--- src/design/ltss_pkg.sv ---
// ----------------------------------------------------------------------------
// ltss_pkg
// Types, constants and the digit font shared by the lap time display blocks.
// ----------------------------------------------------------------------------
package ltss_pkg;

    localparam int LANE_W       = 3;
    localparam int TIME_W       = 32;
    localparam int LANE_COUNT   = 6;
    localparam int BIN_W        = 17;                 // covers every time below the limit
    localparam int BCD_DIGITS   = 5;
    localparam int BCD_W        = 4 * BCD_DIGITS;
    localparam int SEG_W        = 8;
    localparam int CFG_INDEX_W  = 2;

    localparam logic [TIME_W-1:0] TIME_LIMIT  = 32'd100000;
    localparam logic [TIME_W-1:0] SHORT_LIMIT = 32'd10000;

    localparam logic [SEG_W-1:0] SEG_POINT = 8'h80;
    localparam logic [SEG_W-1:0] SEG_DASH  = 8'h40;

    // Configuration register indexes
    localparam logic [CFG_INDEX_W-1:0] REG_DP_MODE = 2'd0;
    localparam logic [CFG_INDEX_W-1:0] REG_INVALID = 2'd1;

    // Payload carried down the conversion chain
    typedef struct packed {
        logic [LANE_W-1:0] lane;
        logic              dash;
        logic              short_fmt;
        logic              dp_mode;
        logic [BIN_W-1:0]  bits;
        logic [BCD_W-1:0]  bcd;
    } cell_data_t;

    function automatic logic [6:0] seg_font(input logic [3:0] d);
        logic [6:0] s;
        unique case (d)
            4'd0:    s = 7'h3F;
            4'd1:    s = 7'h06;
            4'd2:    s = 7'h5B;
            4'd3:    s = 7'h4F;
            4'd4:    s = 7'h66;
            4'd5:    s = 7'h6D;
            4'd6:    s = 7'h7D;
            4'd7:    s = 7'h07;
            4'd8:    s = 7'h7F;
            4'd9:    s = 7'h6F;
            default: s = 7'h00;
        endcase
        return s;
    endfunction

endpackage

--- src/design/ltss_cell.sv ---
// ----------------------------------------------------------------------------
// ltss_cell
// One shift-and-add-3 step of the binary to BCD chain, with its own register.
// ----------------------------------------------------------------------------
module ltss_cell (
    input  logic                 aclk,
    input  logic                 aresetn,
    input  logic                 in_valid,
    output logic                 in_ready,
    input  ltss_pkg::cell_data_t in_data,
    output logic                 out_valid,
    input  logic                 out_ready,
    output ltss_pkg::cell_data_t out_data
);

    logic                 valid_reg;
    ltss_pkg::cell_data_t data_reg;
    ltss_pkg::cell_data_t data_next;
    logic [ltss_pkg::BCD_W-1:0] adj;

    assign in_ready = !valid_reg || out_ready;

    // adjust every digit of five or more, then shift in the next binary bit
    always_comb begin
        adj = in_data.bcd;
        for (int i = 0; i < ltss_pkg::BCD_DIGITS; i++) begin
            if (adj[4*i +: 4] >= 4'd5) begin
                adj[4*i +: 4] = adj[4*i +: 4] + 4'd3;
            end
        end
        data_next      = in_data;
        data_next.bcd  = {adj[ltss_pkg::BCD_W-2:0], in_data.bits[ltss_pkg::BIN_W-1]};
        data_next.bits = {in_data.bits[ltss_pkg::BIN_W-2:0], 1'b0};
    end

    always_ff @(posedge aclk) begin
        if (!aresetn) begin
            valid_reg <= 1'b0;
        end else if (in_ready) begin
            valid_reg <= in_valid;
        end
    end

    always_ff @(posedge aclk) begin
        if (in_ready && in_valid) begin
            data_reg <= data_next;
        end
    end

    assign out_valid = valid_reg;
    assign out_data  = data_reg;

endmodule

--- src/design/ltss_out.sv ---
// ----------------------------------------------------------------------------
// ltss_out
// Segment encoder and output register for the finished BCD digits.
// ----------------------------------------------------------------------------
module ltss_out (
    input  logic                         aclk,
    input  logic                         aresetn,
    input  logic                         in_valid,
    output logic                         in_ready,
    input  ltss_pkg::cell_data_t         in_data,
    output logic                         m_tvalid,
    input  logic                         m_tready,
    output logic [4*ltss_pkg::SEG_W-1:0] m_tdata,
    output logic [ltss_pkg::LANE_W-1:0]  m_tuser
);

    logic                              valid_reg;
    logic [4*ltss_pkg::SEG_W-1:0]      seg_reg;
    logic [4*ltss_pkg::SEG_W-1:0]      seg_next;
    logic [ltss_pkg::LANE_W-1:0]       lane_reg;
    logic [ltss_pkg::SEG_W-1:0]        d0, d1, d2, d3;

    assign in_ready = !valid_reg || m_tready;

    always_comb begin
        if (in_data.dash) begin
            d0 = ltss_pkg::SEG_DASH;
            d1 = ltss_pkg::SEG_DASH;
            d2 = ltss_pkg::SEG_DASH;
            d3 = ltss_pkg::SEG_DASH;
        end else if (in_data.short_fmt) begin
            d0 = {in_data.dp_mode, ltss_pkg::seg_font(in_data.bcd[15:12])};
            d1 = {1'b0, ltss_pkg::seg_font(in_data.bcd[11:8])};
            d2 = {1'b0, ltss_pkg::seg_font(in_data.bcd[7:4])};
            d3 = {1'b0, ltss_pkg::seg_font(in_data.bcd[3:0])};
        end else begin
            d0 = {!in_data.dp_mode, ltss_pkg::seg_font(in_data.bcd[19:16])};
            d1 = {1'b1, ltss_pkg::seg_font(in_data.bcd[15:12])};
            d2 = {1'b0, ltss_pkg::seg_font(in_data.bcd[11:8])};
            d3 = {1'b0, ltss_pkg::seg_font(in_data.bcd[7:4])};
        end
        seg_next = {d3, d2, d1, d0};
    end

    always_ff @(posedge aclk) begin
        if (!aresetn) begin
            valid_reg <= 1'b0;
        end else if (in_ready) begin
            valid_reg <= in_valid;
        end
    end

    always_ff @(posedge aclk) begin
        if (in_ready && in_valid) begin
            seg_reg  <= seg_next;
            lane_reg <= in_data.lane;
        end
    end

    assign m_tvalid = valid_reg;
    assign m_tdata  = seg_reg;
    assign m_tuser  = lane_reg;

endmodule

--- src/design/lap_time_to_seven_segment_core.sv ---
// ----------------------------------------------------------------------------
// lap_time_to_seven_segment_core
// Lap time to four-digit seven-segment converter, one time per clock unless m_tready stalls.
// ----------------------------------------------------------------------------
// Input stream: s_tdata carries a time in milliseconds, s_tuser the display
// lane. A transfer whose lane is at or above LANE_COUNT is taken and dropped.
// Output stream: m_tdata carries four segment codes, leftmost digit in the
// lowest byte, m_tuser the lane they belong to.
// Times equal to the invalid marker, or of 100000 ms and more, show dashes;
// below 10000 ms the display reads S.mmm, otherwise SS.mm.
// The time is split into BCD digits by a chain of BIN_W shift-and-add-3
// cells, one binary bit per cell, followed by the segment output register;
// one transfer is taken every cycle unless m_tready stalls. Each stage holds
// its own item, so a stall on m_tready fills the empty stages before
// s_tready falls.
// Reset (aresetn low, synchronous) empties the chain, sets decimal point
// mode and sets the invalid marker to all ones.
// Configuration writes land on cfg_we; write only while the chain is empty.
// ----------------------------------------------------------------------------
module lap_time_to_seven_segment_core #(
    parameter int LANE_COUNT = ltss_pkg::LANE_COUNT
) (
    input  logic                              aclk,
    input  logic                              aresetn,
    // configuration
    input  logic                              cfg_we,
    input  logic [ltss_pkg::CFG_INDEX_W-1:0]  cfg_index,
    input  logic [ltss_pkg::TIME_W-1:0]       cfg_data,
    // input stream
    input  logic                              s_tvalid,
    output logic                              s_tready,
    input  logic [ltss_pkg::TIME_W-1:0]       s_tdata,   // [31:0] time_ms
    input  logic [ltss_pkg::LANE_W-1:0]       s_tuser,   // [2:0] lane
    // result stream
    output logic                              m_tvalid,
    input  logic                              m_tready,
    output logic [4*ltss_pkg::SEG_W-1:0]      m_tdata,   // [7:0] digit0_segments,
                                                         // [15:8] digit1_segments,
                                                         // [23:16] digit2_segments,
                                                         // [31:24] digit3_segments
    output logic [ltss_pkg::LANE_W-1:0]       m_tuser    // [2:0] lane_out
);

    localparam int N = ltss_pkg::BIN_W;
    localparam logic [ltss_pkg::LANE_W:0] LaneLimit = (ltss_pkg::LANE_W + 1)'(LANE_COUNT);

    // configuration registers
    logic                        dp_mode_reg;
    logic [ltss_pkg::TIME_W-1:0] marker_reg;

    always_ff @(posedge aclk) begin
        if (!aresetn) begin
            dp_mode_reg <= 1'b1;
            marker_reg  <= '1;
        end else if (cfg_we) begin
            unique case (cfg_index)
                ltss_pkg::REG_DP_MODE: dp_mode_reg <= cfg_data[0];
                ltss_pkg::REG_INVALID: marker_reg  <= cfg_data;
                default: ;
            endcase
        end
    end

    // chain links: index i feeds cell i, index N feeds the output stage
    logic                 link_valid [0:N];
    logic                 link_ready [0:N];
    ltss_pkg::cell_data_t link_data  [0:N];

    logic                 lane_ok;
    logic                 is_dash;
    ltss_pkg::cell_data_t entry_data;

    // classify at the entry; the cells only carry the flags along
    assign lane_ok = ({1'b0, s_tuser} < LaneLimit);
    assign is_dash = (s_tdata == marker_reg) || (s_tdata >= ltss_pkg::TIME_LIMIT);

    always_comb begin
        entry_data.lane      = s_tuser;
        entry_data.dash      = is_dash;
        entry_data.short_fmt = (s_tdata < ltss_pkg::SHORT_LIMIT);
        entry_data.dp_mode   = dp_mode_reg;
        entry_data.bits      = is_dash ? '0 : s_tdata[N-1:0];
        entry_data.bcd       = '0;
    end

    assign link_data[0] = entry_data;

    // drop out-of-range lanes: take the transfer, insert nothing
    assign link_valid[0] = s_tvalid && lane_ok;
    assign s_tready      = link_ready[0];

    for (genvar i = 0; i < N; i++) begin : g_cell
        ltss_cell u_cell (
            .aclk      (aclk),
            .aresetn   (aresetn),
            .in_valid  (link_valid[i]),
            .in_ready  (link_ready[i]),
            .in_data   (link_data[i]),
            .out_valid (link_valid[i+1]),
            .out_ready (link_ready[i+1]),
            .out_data  (link_data[i+1])
        );
    end

    ltss_out u_out (
        .aclk     (aclk),
        .aresetn  (aresetn),
        .in_valid (link_valid[N]),
        .in_ready (link_ready[N]),
        .in_data  (link_data[N]),
        .m_tvalid (m_tvalid),
        .m_tready (m_tready),
        .m_tdata  (m_tdata),
        .m_tuser  (m_tuser)
    );

    // an in-range transfer always enters the first cell
    a_enter: assert property (@(posedge aclk) disable iff (!aresetn)
        (s_tvalid && s_tready && lane_ok) |=> link_valid[1])
        else $error("accepted item did not enter the chain");

    // dropped lanes never reach the output
    a_lane: assert property (@(posedge aclk) disable iff (!aresetn)
        m_tvalid |-> ({1'b0, m_tuser} < LaneLimit))
        else $error("out-of-range lane on result stream");

    // the two rightmost digits never carry a separator
    a_sep: assert property (@(posedge aclk) disable iff (!aresetn)
        m_tvalid |-> (!m_tdata[23] && !m_tdata[31]))
        else $error("separator lit on digit 2 or 3");

endmodule
--- config.mk ---
export PLATFORM = sky130hd
export DESIGN_NAME = lap_time_to_seven_segment_core
export DESIGN_NICKNAME = d
export VERILOG_FILES = /design/src/design/ltss_pkg.sv /design/src/design/ltss_cell.sv /design/src/design/ltss_out.sv /design/src/design/lap_time_to_seven_segment_core.sv
export SDC_FILE = /design/constraint.sdc
export NUM_CORES = 1
export LEC_CHECK = 0
export ABC_AREA = 1
export BUFFER_PORTS_ARGS = -buffer_cell sky130_fd_sc_hd__buf_2
export CORE_ASPECT_RATIO = 1.25
export CORE_UTILIZATION = 50
export DETAILED_ROUTE_END_ITERATION = 12
export PLACE_DENSITY_LB_ADDON = 0.2
export SLEW_MARGIN = 20
export SYNTH_ARGS = -nofsm -noshare
export SYNTH_HDL_FRONTEND = slang
export SYNTH_HIERARCHICAL = 1
export SYNTH_SLANG_ARGS = --single-unit
--- constraint.sdc ---
create_clock -name aclk -period 4.9 [get_ports aclk]
set_input_delay 0.49 -clock aclk [delete_from_list [all_inputs] [get_ports aclk]]
set_output_delay 0.49 -clock aclk [all_outputs]
set_load 0.02 [all_outputs]
======== Word level (Yosys, flattened, before mapping) ========
Memories as Yosys holds them, arrays and structs flattened. A register that Yosys moved wholly into a read port is not among the register bits.
Index checks and enable logic that the tools add are counted.
storage, ports and cells
  flip-flop bits (word level) ............. 605
  memory bits (read-only) ................. 896
  memories kept ........................... 8
  bits of input ports ..................... 74
memories
  memory            depth  bits a word  rd ports  clocked after Yosys merged registers in  write ports  RTL line        text
  (name not given)  16     7            1         1                                        0            ltss_pkg.sv:38  unique case (d)
  (name not given)  16     7            1         1                                        0            ltss_pkg.sv:38
  (name not given)  16     7            1         1                                        0            ltss_pkg.sv:38
  (name not given)  16     7            1         1                                        0            ltss_pkg.sv:38
  (name not given)  16     7            1         1                                        0            ltss_pkg.sv:38
  (name not given)  16     7            1         1                                        0            ltss_pkg.sv:38
  2 more memories   --     --           --        --                                       --           --
cells by class
  $lt $le $gt $ge ......................... 73
  add/subtract/negate cells ............... 70
  muxes and demuxes ....................... 82
  reduce and logical (&&, ||, !) cells .... 60
  equal/unequal tests ..................... 2
operators with widths
  operator                                                                         count
  4-bit by 3-bit >= comparator with 1-bit output (second input constant)           65
  4-bit 2-to-1 mux                                                                 62
  4-bit by 2-bit adder with 4-bit output (second input constant)                   54
  3-bit by 2-bit adder with 3-bit output (second input constant)                   11
  3-bit 2-to-1 mux                                                                 11
  32-bit equality test                                                             1
  32-bit by 17-bit >= comparator with 1-bit output (second input constant)         1
  32-bit by 14-bit less-than comparator with 1-bit output (second input constant)  1
  1-bit logical AND                                                                19
  1-bit zero test                                                                  19
  1-bit logical OR                                                                 19
  8-bit 2-to-1 mux                                                                 2
  7-bit 2-to-1 mux                                                                 2
  1-bit by 2-bit adder with 3-bit output (both inputs constant)                    4
  1-bit by 3-bit >= comparator with 1-bit output (both inputs constant)            4
  1-bit 2-to-1 mux                                                                 5
  2-bit AND reduction                                                              2
  1-bit by 2-bit adder with 3-bit output (second input constant)                   1
  1-bit by 3-bit >= comparator with 1-bit output (second input constant)           1
  3-bit less-than comparator (second input constant)                               1
  2-bit by 1-bit equality test with 1-bit output (second input constant)           1
  2-bit zero test                                                                  1

======== Logic depth before layout (Yosys ltp) ========
Gate-level depths: netlist of the first run.
  word-level depth ........................ 20
  depth in mapped cells ................... 37

======== Cells and area by module ========
Netlist of the first run, hierarchy kept.
modules (own cells, without submodules)
  module                          area each (um2)  times used  cells an instance
  ltss_cell                       1,880.6          17          160
  ltss_out                        2,422.3          1           310
  lap_time_to_seven_segment_core  1,924.3          1           297

======== Least setup slack after synthesis of the first run ========
Ideal clock, no wire load.
  path kind ............................... input -> register
  start point ............................. input port m_tready
  end point ............................... register g_cell[0].u_cell.data_reg (netlist bit g_cell[0].u_cell/out_data[0]) (enable)
  buffers on the path ..................... 0
  setup time .............................. 0.455 ns
  stages on the path ...................... 36
  arrival ................................. 4.313 ns
  required time ........................... 4.445 ns
  slack ................................... 0.131 ns
  cell sequence ........................... inv_1 -> nand2_1 -> inv_1 -> nand2_1 -> inv_1 -> nand2_1 -> inv_1 -> nand2_1 -> inv_1 -> nand2_1 -> inv_1 -> nand2_1 -> inv_1 -> nand2_1 -> inv_1 -> nand2_1 -> inv_1 -> nand2_1 -> inv_1 -> nand2_1 -> inv_1 -> nand2_1 -> inv_1 -> nand2_1 -> inv_1 -> nand2_1 -> inv_1 -> nand2_1 -> inv_1 -> nand2_1 -> inv_1 -> nand2_1 -> inv_1 -> nand2_1 -> inv_1 -> a21oi_1
RTL lines
  element               RTL line                              text
  start, declared       lap_time_to_seven_segment_core.sv:36  input logic m_tready,
  end signal, assigned  ltss_cell.sv:46                       data_reg <= data_next;
  end, declared         ltss_cell.sv:17                       ltss_pkg::cell_data_t data_reg;

==> flow_summary.yaml, run 1 <==
synth:
  postSynthAreaPerCell_um2: 10.1
  synthCells: 3157
  syn_area_um2: 32000
  yosysWarnings: 6
worst_setup_path:
  crit_type: "reg -> out"
  critPathLaunchType: "register"
  critPathMaxStageDelay_ns: 0.36
  rr_endpoint: "g_cell[0].u_cell/out_data[21]$_DFFE_PP_"
  slowest_stage: "dfxtp_2"
  path_max_fanout: 3
  rrSetupSlack_ns: 1.18
  critPathMostFrequentCell: "nand2_1"
  crit-reg2reg-launch: "u_out/m_tvalid$_SDFFE_PN0P_"
  required_ns: 4.41
  rr_worst_depth: 36
  arrival_ns: 3.89
  end_kind: "output port"
grt:
  grt.total_usage_pct: 16.0
  gr-total-overflow: 0
  grt_pass1_vias: 21400
  grt_first_pass_wirelength_mm: 87.9
  antenna_found_initial: 3
  grt_start_max_net_pins: 52
cts:
  clkLatencyLatePin_ns: 0.60
  cts-htree-levels: 3
  cts_root_buf: "clkbuf_16"
  cts_made_buffers: 69
  cts_buffer_depth: 3
  cts_tree: "yes"
  clkTransAtPathRegs_ns: 0.06
  cts_num_sinks: 662
sta:
  final_max_slew_viol_count: 0
  setup_violations: 0
  setup_slack_ns: 0.519
  hold_violations: 0
  rsz0062_at_grt: "no"
  fin_crit_ns: 4.38
  period_share_pct: 89.4
  skew_ns: 0.0196
  slew_headroom_pct: 29.0
  fin_setup_tns_ns: 0
  max_freq_mhz: 228
  tightest_slew_ns: 1.06
floorplan:
  die_x_um: 228
  io_pins: 111
  die_h_um: 285
  num_rows: 103
  dieArea_um2: 65100
  coreArea_um2: 63300
  initial_core_util_pct: 50.6
place:
  dpl.cell_count: 4173
  place_congestion: 0.817
  portBuffers: 108
  dp_hpwl_mm: 38.2
  dp_slack_ns: 0.416
final_layout:
  syn_to_final_growth_pct: 13.4
  instances_no_fill: 4305
  final_cell_mix: "nand2_1 (996), edfxtp_1 (611), inv_1 (447), o21ai_0 (214), ha_1 (200)"
  largest_reg_flops: 578
  nFillCells: 5117
  final_common_cell: "nand2_1"
  drive_gt1_share_pct: 12.1
  fin_nets: 3681
drt:
  routed_via_density: 4.90
  drc: 0
  wire_per_inst_um: 11.9
  ant_nets: 0
  drt_iter0_markers: 791
  firstDrtPassIters: 4
  num_vias: 21100
  wirelength_mm: 51.1
job:
  maxCapViolations: 0
worst_hold_path:
  hold_path_end: "g_cell[0].u_cell/out_data[40]$_DFFE_PP_"
  whs_path_depth: 1
  min_from: "s_tuser[0]"
  hold_class: "in -> reg"
power:
  power_density_nw_per_um2: 322
  seqPwrFrac_pct: 53.7
  power.total_mw: 11.7
  p_sw_share_pct: 20.2
  power.switching_mw: 2.36
  worst_ir_drop_vdd_mv: 0.253
  pwr-share-comb_pct: 3.2
  power_leakage_nw: 15.9
  clockPowerShare_pct: 43.1
  p_int_mw: 9.34
outcome:
  status: "complete, no violations"
[critical path: cells and delay by family (launching register included)]
family / cells / cell delay, ns
buf+inv: 18 / 1.58
flops: 1 / 0.36
simple gates: 18 / 1.36
[area by class of cell]
class | instances | area, um^2 | share of cell area, %
clock buffers | 92 | 1910 | 5.27
clock inverters | 34 | 292 | 0.803
repair buffers | 125 | 721 | 1.98
flip-flops and latches | 662 | 19400 | 53.3
well taps | 840 | 1050 | 2.89
multi-input cells | 2012 | 11000 | 30.2
inverters | 537 | 2020 | 5.55
diodes | 3 | 7.51 | 0.0207
[metal layers]
layer	global-route usage, %	up-vias	share of wire (%)
met5	0	-	0
met4	7.92	0	3.5
met3	2.41	129	2.9
li1	-	10900	-
met2	34.0	307	59
met1	13.9	9813	35
[worst max-delay path by stage]
stage	endpoint	from	slack [ns]	depth (start not counted)
final	s_tready	u_out/m_tvalid$_SDFFE_PN0P_	0.52	36
after global routing	s_tready	u_out/m_tvalid$_SDFFE_PN0P_	0.04	36
after CTS	s_tready	u_out/m_tvalid$_SDFFE_PN0P_	0.05	36
after detailed placement	s_tready	m_tready	0.42	38
after global placement	s_tready	m_tready	0.45	38
after floorplan	g_cell[0].u_cell/out_data[0]$_DFFE_PP_	m_tready	0.13	36
[repair_timing]
action,CTS,global route
resized for setup,0,11
hold buffers,0,0
setup endpoints to repair,0,1
endpoints found under the hold margin,0,0
setup buffers,0,1
[stage by stage]
stage,instance area (um^2),utilization (%),hold WS (ns)
global placement,34100,53.8,0.400
floorplan,32300,-,0.400
finish,36300,57.4,0.0671
detailed placement,34100,53.8,0.405
global route,36300,57.4,0.0473
CTS,36300,57.3,0.0283
[power groups by stage]
| stage | sequential [mW] | clock [mW] | combinational [mW] |
|---|---|---|---|
| floorplan | 6.39 | 0 | 0.274 |
| finish | 6.28 | 5.04 | 0.379 |
| global route | 6.29 | 5.42 | 0.443 |
| global placement | 6.39 | 0 | 0.350 |
| detailed placement | 6.40 | 0 | 0.372 |
| CTS | 6.28 | 5.20 | 0.373 |
(Power assumes the default switching activity.)
==> run 2, diff against run 1 <==
- ABC_AREA: 1 -> default
- SYNTH_HIERARCHICAL: 1 -> default
==> flow_summary.yaml, run 2 <==
sta:
  final_max_slew_viol_count: 0
  fin_crit_ns: 3.22
  tightest_slew_ns: 1.00
  fin_hold_ws_ns: 0.0572
  setup_violations: 0
  hold_violations: 0
  slew_headroom_pct: 33.1
  fin_setup_tns_ns: 0
  max_freq_mhz: 311
  period_share_pct: 65.7
  rsz0062_at_grt: "no"
  skew_ns: 0.0230
worst_setup_path:
  arrival_ns: 2.73
  critPathLaunchType: "register"
  critPathMaxStageDelay_ns: 0.71
  slowest_stage: "dfxtp_1"
  path_max_fanout: 17
  crit_path_cell_trace: "and4_4 > nand4_4 > nor4_4 > nand4_1 > buf_2"
  rrSetupSlack_ns: 1.87
  required_ns: 4.41
  end_kind: "output port"
  crit_type: "reg -> out"
power:
  power.total_mw: 9.20
  power_leakage_nw: 9.99
  worst_ir_drop_vdd_mv: 0.293
  power_density_nw_per_um2: 351
floorplan:
  die_h_um: 242
  num_rows: 87
  die_x_um: 194
  initial_core_util_pct: 51.0
  coreArea_um2: 45300
  dieArea_um2: 47000
  io_pins: 111
synth:
  ys_seq_area_share_pct: 67.4
  ys_seq_elements: 547
  yosysWarnings: 0
  syn_area_um2: 23100
  synth_area_leaders: "edfxtp_1 (60%), dfxtp_1 (7.5%), ha_1 (6.2%)"
  ys_async_sr_fraction_pct: 0
  yosysTopAreaCellShare_pct: 60.0
  synth_most_common_cell: "edfxtp_1"
  synthFlopType: "edfxtp_1"
  synth_edf_count: 461
  yosys.cell_types.count: 79
  synthCells: 1718
  synth_top_area_cell: "edfxtp_1"
  postSynthAreaPerCell_um2: 13.4
  synth_common_cells: "edfxtp_1 (461), nand2_1 (215), ha_1 (114)"
cts:
  cts_buffer_depth: 3
  cts_num_sinks: 547
  clkLatencyLatePin_ns: 0.61
  cts_tree: "yes"
  cts_made_buffers: 52
  post_cts_buffers: 0
  clkTransAtPathRegs_ns: 0.06
  cts_resized: 0
  cts_root_buf: "clkbuf_16"
  cts-htree-levels: 2
  hold_buffers: 0
final_layout:
  nFillCells: 3579
  largest_reg_flops: 428
  final_common_cell: "edfxtp_1"
  syn_to_final_growth_pct: 13.4
  final_util_pct: 57.8
  drive_gt1_share_pct: 13.5
  fin_nets: 2057
  final_cell_mix: "edfxtp_1 (461), nand2_1 (215), ha_1 (114), inv_1 (111), buf_2 (108)"
  diodes: 0
drt:
  firstDrtPassIters: 5
  num_vias: 12900
  ant_nets: 0
  drt_iter0_markers: 445
  wire_per_inst_um: 14.3
  drc: 0
  routed_via_density: 5.18
  wirelength_mm: 35.7
place:
  portBuffers: 108
  dp_hpwl_mm: 25.6
  place_congestion: 0.835
job:
  maxCapViolations: 0
grt:
  antenna_found_initial: 0
  grt_first_pass_wirelength_mm: 59.3
  grt_pass1_vias: 13000
  gr-total-overflow: 0
  grt_start_max_net_pins: 52
  grt.total_usage_pct: 15.5
outcome:
  status: "complete, no violations"
worst_hold_path:
  hold_class: "in -> reg"
==> run 2: cell type report <==
class | instances | area [um^2] | area share [%]
timing repair buffer | 128 | 691 | 2.64
multi-input combinational | 1028 | 7020 | 26.8
clock inverter | 19 | 250 | 0.956
tap | 578 | 723 | 2.76
clock buffer | 78 | 1500 | 5.73
inverter | 112 | 420 | 1.61
sequential | 547 | 15600 | 59.5
==> run 2: where the power goes <==
| part | internal, mW | switching, mW | total (mW) |
|---|---|---|---|
| clock | 2.34 | 1.68 | 4.02 |
| sequential | 5.02 | 0.0173 | 5.04 |
| combinational | 0.0598 | 0.0762 | 0.136 |
| total | 7.42 | 1.77 | 9.20 |
==> run 2: logic make-up (layout without fill, tap and decap cells) <==
kind of cell             count (synthesis)  in the layout  synth area share (%)
flip-flops                             547            547                  67.4
AND/OR/NAND/NOR                        511            511                  10.8
buffers and inverters                  144            337                  2.42
multiplexers                            73             73                  3.22
AO/OA/AOI/OAI                          256            256                  7.15
XOR/XNOR                                72             72                  2.77
other                                    1              2                0.0162
adder cells (fa/ha/maj)                114            114                  6.18
==> run 2: layer usage <==
layer | routed length [um] | GRT usage [%] | vias to the layer above
met1 | 12400 | 14.1 | 6166
li1 | - | - | 6441
met5 | 0 | 0 | -
met2 | 20600 | 31.9 | 221
met3 | 1380 | 2.74 | 79
met4 | 1250 | 7.35 | 0
==> run 2: worst paths after layout <==
check,to,cells past startpoint,from
setup / recovery,s_tready,5,g_cell[15].u_cell.out_valid$_SDFFE_PN0P_
hold / removal,g_cell[0].u_cell.out_data[40]$_DFFE_PP_,1,s_tuser[0]
setup reg to reg,register,9,g_cell[16].u_cell.out_valid$_SDFFE_PN0P_
hold reg to reg,g_cell[6].u_cell.out_data[36]$_DFFE_PP_,0,g_cell[5].u_cell.out_data[35]$_DFFE_PP_
==> run 2: stage by stage <==
stage	instances	cell area (um^2)	setup slack, ns
finish	2490	26200	1.68
global route	2490	26200	1.48
CTS	2490	26200	1.61
detailed placement	2393	24400	1.57
global placement	2393	24400	1.69
floorplan	1719	23100	1.56
==> run 2: critical path: cells and delay by family, from the launching register on <==
| family | cells | cell delay (ns) |
|---|---|---|
| flip-flops | 1 | 0.71 |
| AND/OR/NAND/NOR | 4 | 1.21 |
| buffers and inverters | 1 | 0.20 |
==> run 3, diff against run 2 <==
- clock period: 4.9 -> 3.31 ns (I/O delays scaled with it)
==> flow_summary.yaml, run 3 (synthesized netlist as in run 2, its figures left out) <==
place:
  dp_hpwl_mm: 26.4
  place_congestion: 0.822
  portBuffers: 108
  dp_slack_ns: 0.623
  place_area_um2: 24500
  dpl.cell_count: 2399
final_layout:
  drive_gt1_share_pct: 14.3
  final_util_pct: 58.8
  instances_no_fill: 2533
  largest_reg_flops: 428
  final_common_cell: "edfxtp_1"
  syn_to_final_growth_pct: 15.3
  diodes: 0
  fin_nets: 2099
  final_area_um2: 26600
  final_cell_mix: "edfxtp_1 (461), nand2_1 (215), ha_1 (114), inv_1 (111), buf_2 (108)"
cts:
  cts_tree: "yes"
  cts_made_buffers: 53
  cts_resized: 0
  hold_buffers: 35
  clkLatencyLatePin_ns: 0.60
  clkTransAtPathRegs_ns: 0.06
  cts_buffer_depth: 3
  cts_num_sinks: 547
  cts_root_buf: "clkbuf_16"
  post_cts_buffers: 0
  cts-htree-levels: 2
worst_setup_path:
  critPathLaunchType: "register"
  rrSetupSlack_ns: 0.58
  critPathMaxStageDelay_ns: 0.42
  required_ns: 3.79
  rr_worst_depth: 11
  slowest_stage: "edfxtp_1"
  critPathBufInv: 2
  arrival_ns: 3.20
  crit_type: "reg -> reg"
  crit_path_cell_trace: "inv_1 > ha_1 > nand2b_1 > a21o_1 > xnor2_2 > mux2i_1 > ha_1 > inv_1 > nor3_1 > a211o_1 > mux2_2"
  crit-reg2reg-launch: "g_cell[15].u_cell.out_data[8]$_DFFE_PP_"
  end_kind: "register"
  path_delay_family: "adder cells"
  worstSetupPathDepth: 11
  cp-startpoint: "g_cell[15].u_cell.out_data[8]$_DFFE_PP_"
  path_max_fanout: 6
power:
  power.total_mw: 13.8
  worst_ir_drop_vdd_mv: 0.403
  power_density_nw_per_um2: 517
  power_leakage_nw: 10.2
drt:
  routed_via_density: 5.15
  wirelength_mm: 36.4
  num_vias: 13100
  drc: 0
  wire_per_inst_um: 14.4
  ant_nets: 0
  drt_iter0_markers: 465
  firstDrtPassIters: 5
sta:
  period_share_pct: 82.3
  hold_violations: 0
  fin_hold_ws_ns: 0.0400
  tightest_slew_ns: 1.02
  slew_headroom_pct: 32.0
  fin_crit_ns: 2.73
  max_freq_mhz: 367
  rsz0062_at_grt: "no"
  setup_slack_ns: 0.585
  setup_violations: 0
  final_max_slew_viol_count: 0
  skew_ns: 0.0205
  fin_setup_tns_ns: 0
worst_hold_path:
  hold_class: "in -> reg"
floorplan:
  io_pins: 111
  coreArea_um2: 45300
  die_h_um: 242
  num_rows: 87
  dieArea_um2: 47000
  die_x_um: 194
  initial_core_util_pct: 51.0
grt:
  grt.total_usage_pct: 16.0
  gr-total-overflow: 0
  grt_start_max_net_pins: 52
  grt_first_pass_wirelength_mm: 61.6
  grt_pass1_vias: 13500
  antenna_found_initial: 0
outcome:
  status: "complete, no violations"
job:
  maxCapViolations: 0
## run 3: cell count changes in the layout (fill, tap and decap cells not counted), sizes merged
cell and delta:
buf +6, bufinv +1, clkbuf -15, clkinv +7, clkinvlp +6, dlygate4sd3 +35, inv +3
## run 3: worst min path at each step
stage                                             from                                           to  slack (ns)  depth (start not counted)
2_1_floorplan  g_cell[9].u_cell.out_data[36]$_DFFE_PP_      g_cell[10].u_cell.out_data[0]$_DFFE_PP_        0.40                          0
5_1_grt                                     s_tdata[2]  g_cell[0].u_cell.out_data[23]$_SDFFCE_PP0P_        0.04                          2
4_1_cts                                     s_tdata[2]  g_cell[0].u_cell.out_data[23]$_SDFFCE_PP0P_      0.0005                          2
3_5_place_dp   g_cell[9].u_cell.out_data[30]$_DFFE_PP_     g_cell[10].u_cell.out_data[31]$_DFFE_PP_        0.40                          0
3_3_place_gp   g_cell[8].u_cell.out_data[38]$_DFFE_PP_      g_cell[9].u_cell.out_data[38]$_DFFE_PP_        0.40                          0
6_report                                    s_tdata[2]  g_cell[0].u_cell.out_data[23]$_SDFFCE_PP0P_        0.04                          2
## run 3: per-layer routing
metal / vias to the layer above / global-route usage (%) / part of all wire [%]
met3: 80 / 2.66 / 3.4
met2: 207 / 33.6 / 59
met1: 6246 / 14.5 / 35
met5: - / 0 / 0
li1: 6523 / - / -
met4: 0 / 6.91 / 3.3
## run 3: cell type report
cell class / instances / area, um^2
well taps: 578 / 723
fillers: 3487 / 18700
flip-flops and latches: 547 / 15600
clock inverters: 36 / 350
multi-input cells: 1028 / 7010
clock buffers: 63 / 1440
inverters: 112 / 420
repair buffers: 169 / 1100
## run 3: power breakdown
group,internal [mW],switching [mW]
sequential,7.43,0.0248
clock,3.51,2.56
combinational,0.116,0.119
total,11.1,2.70
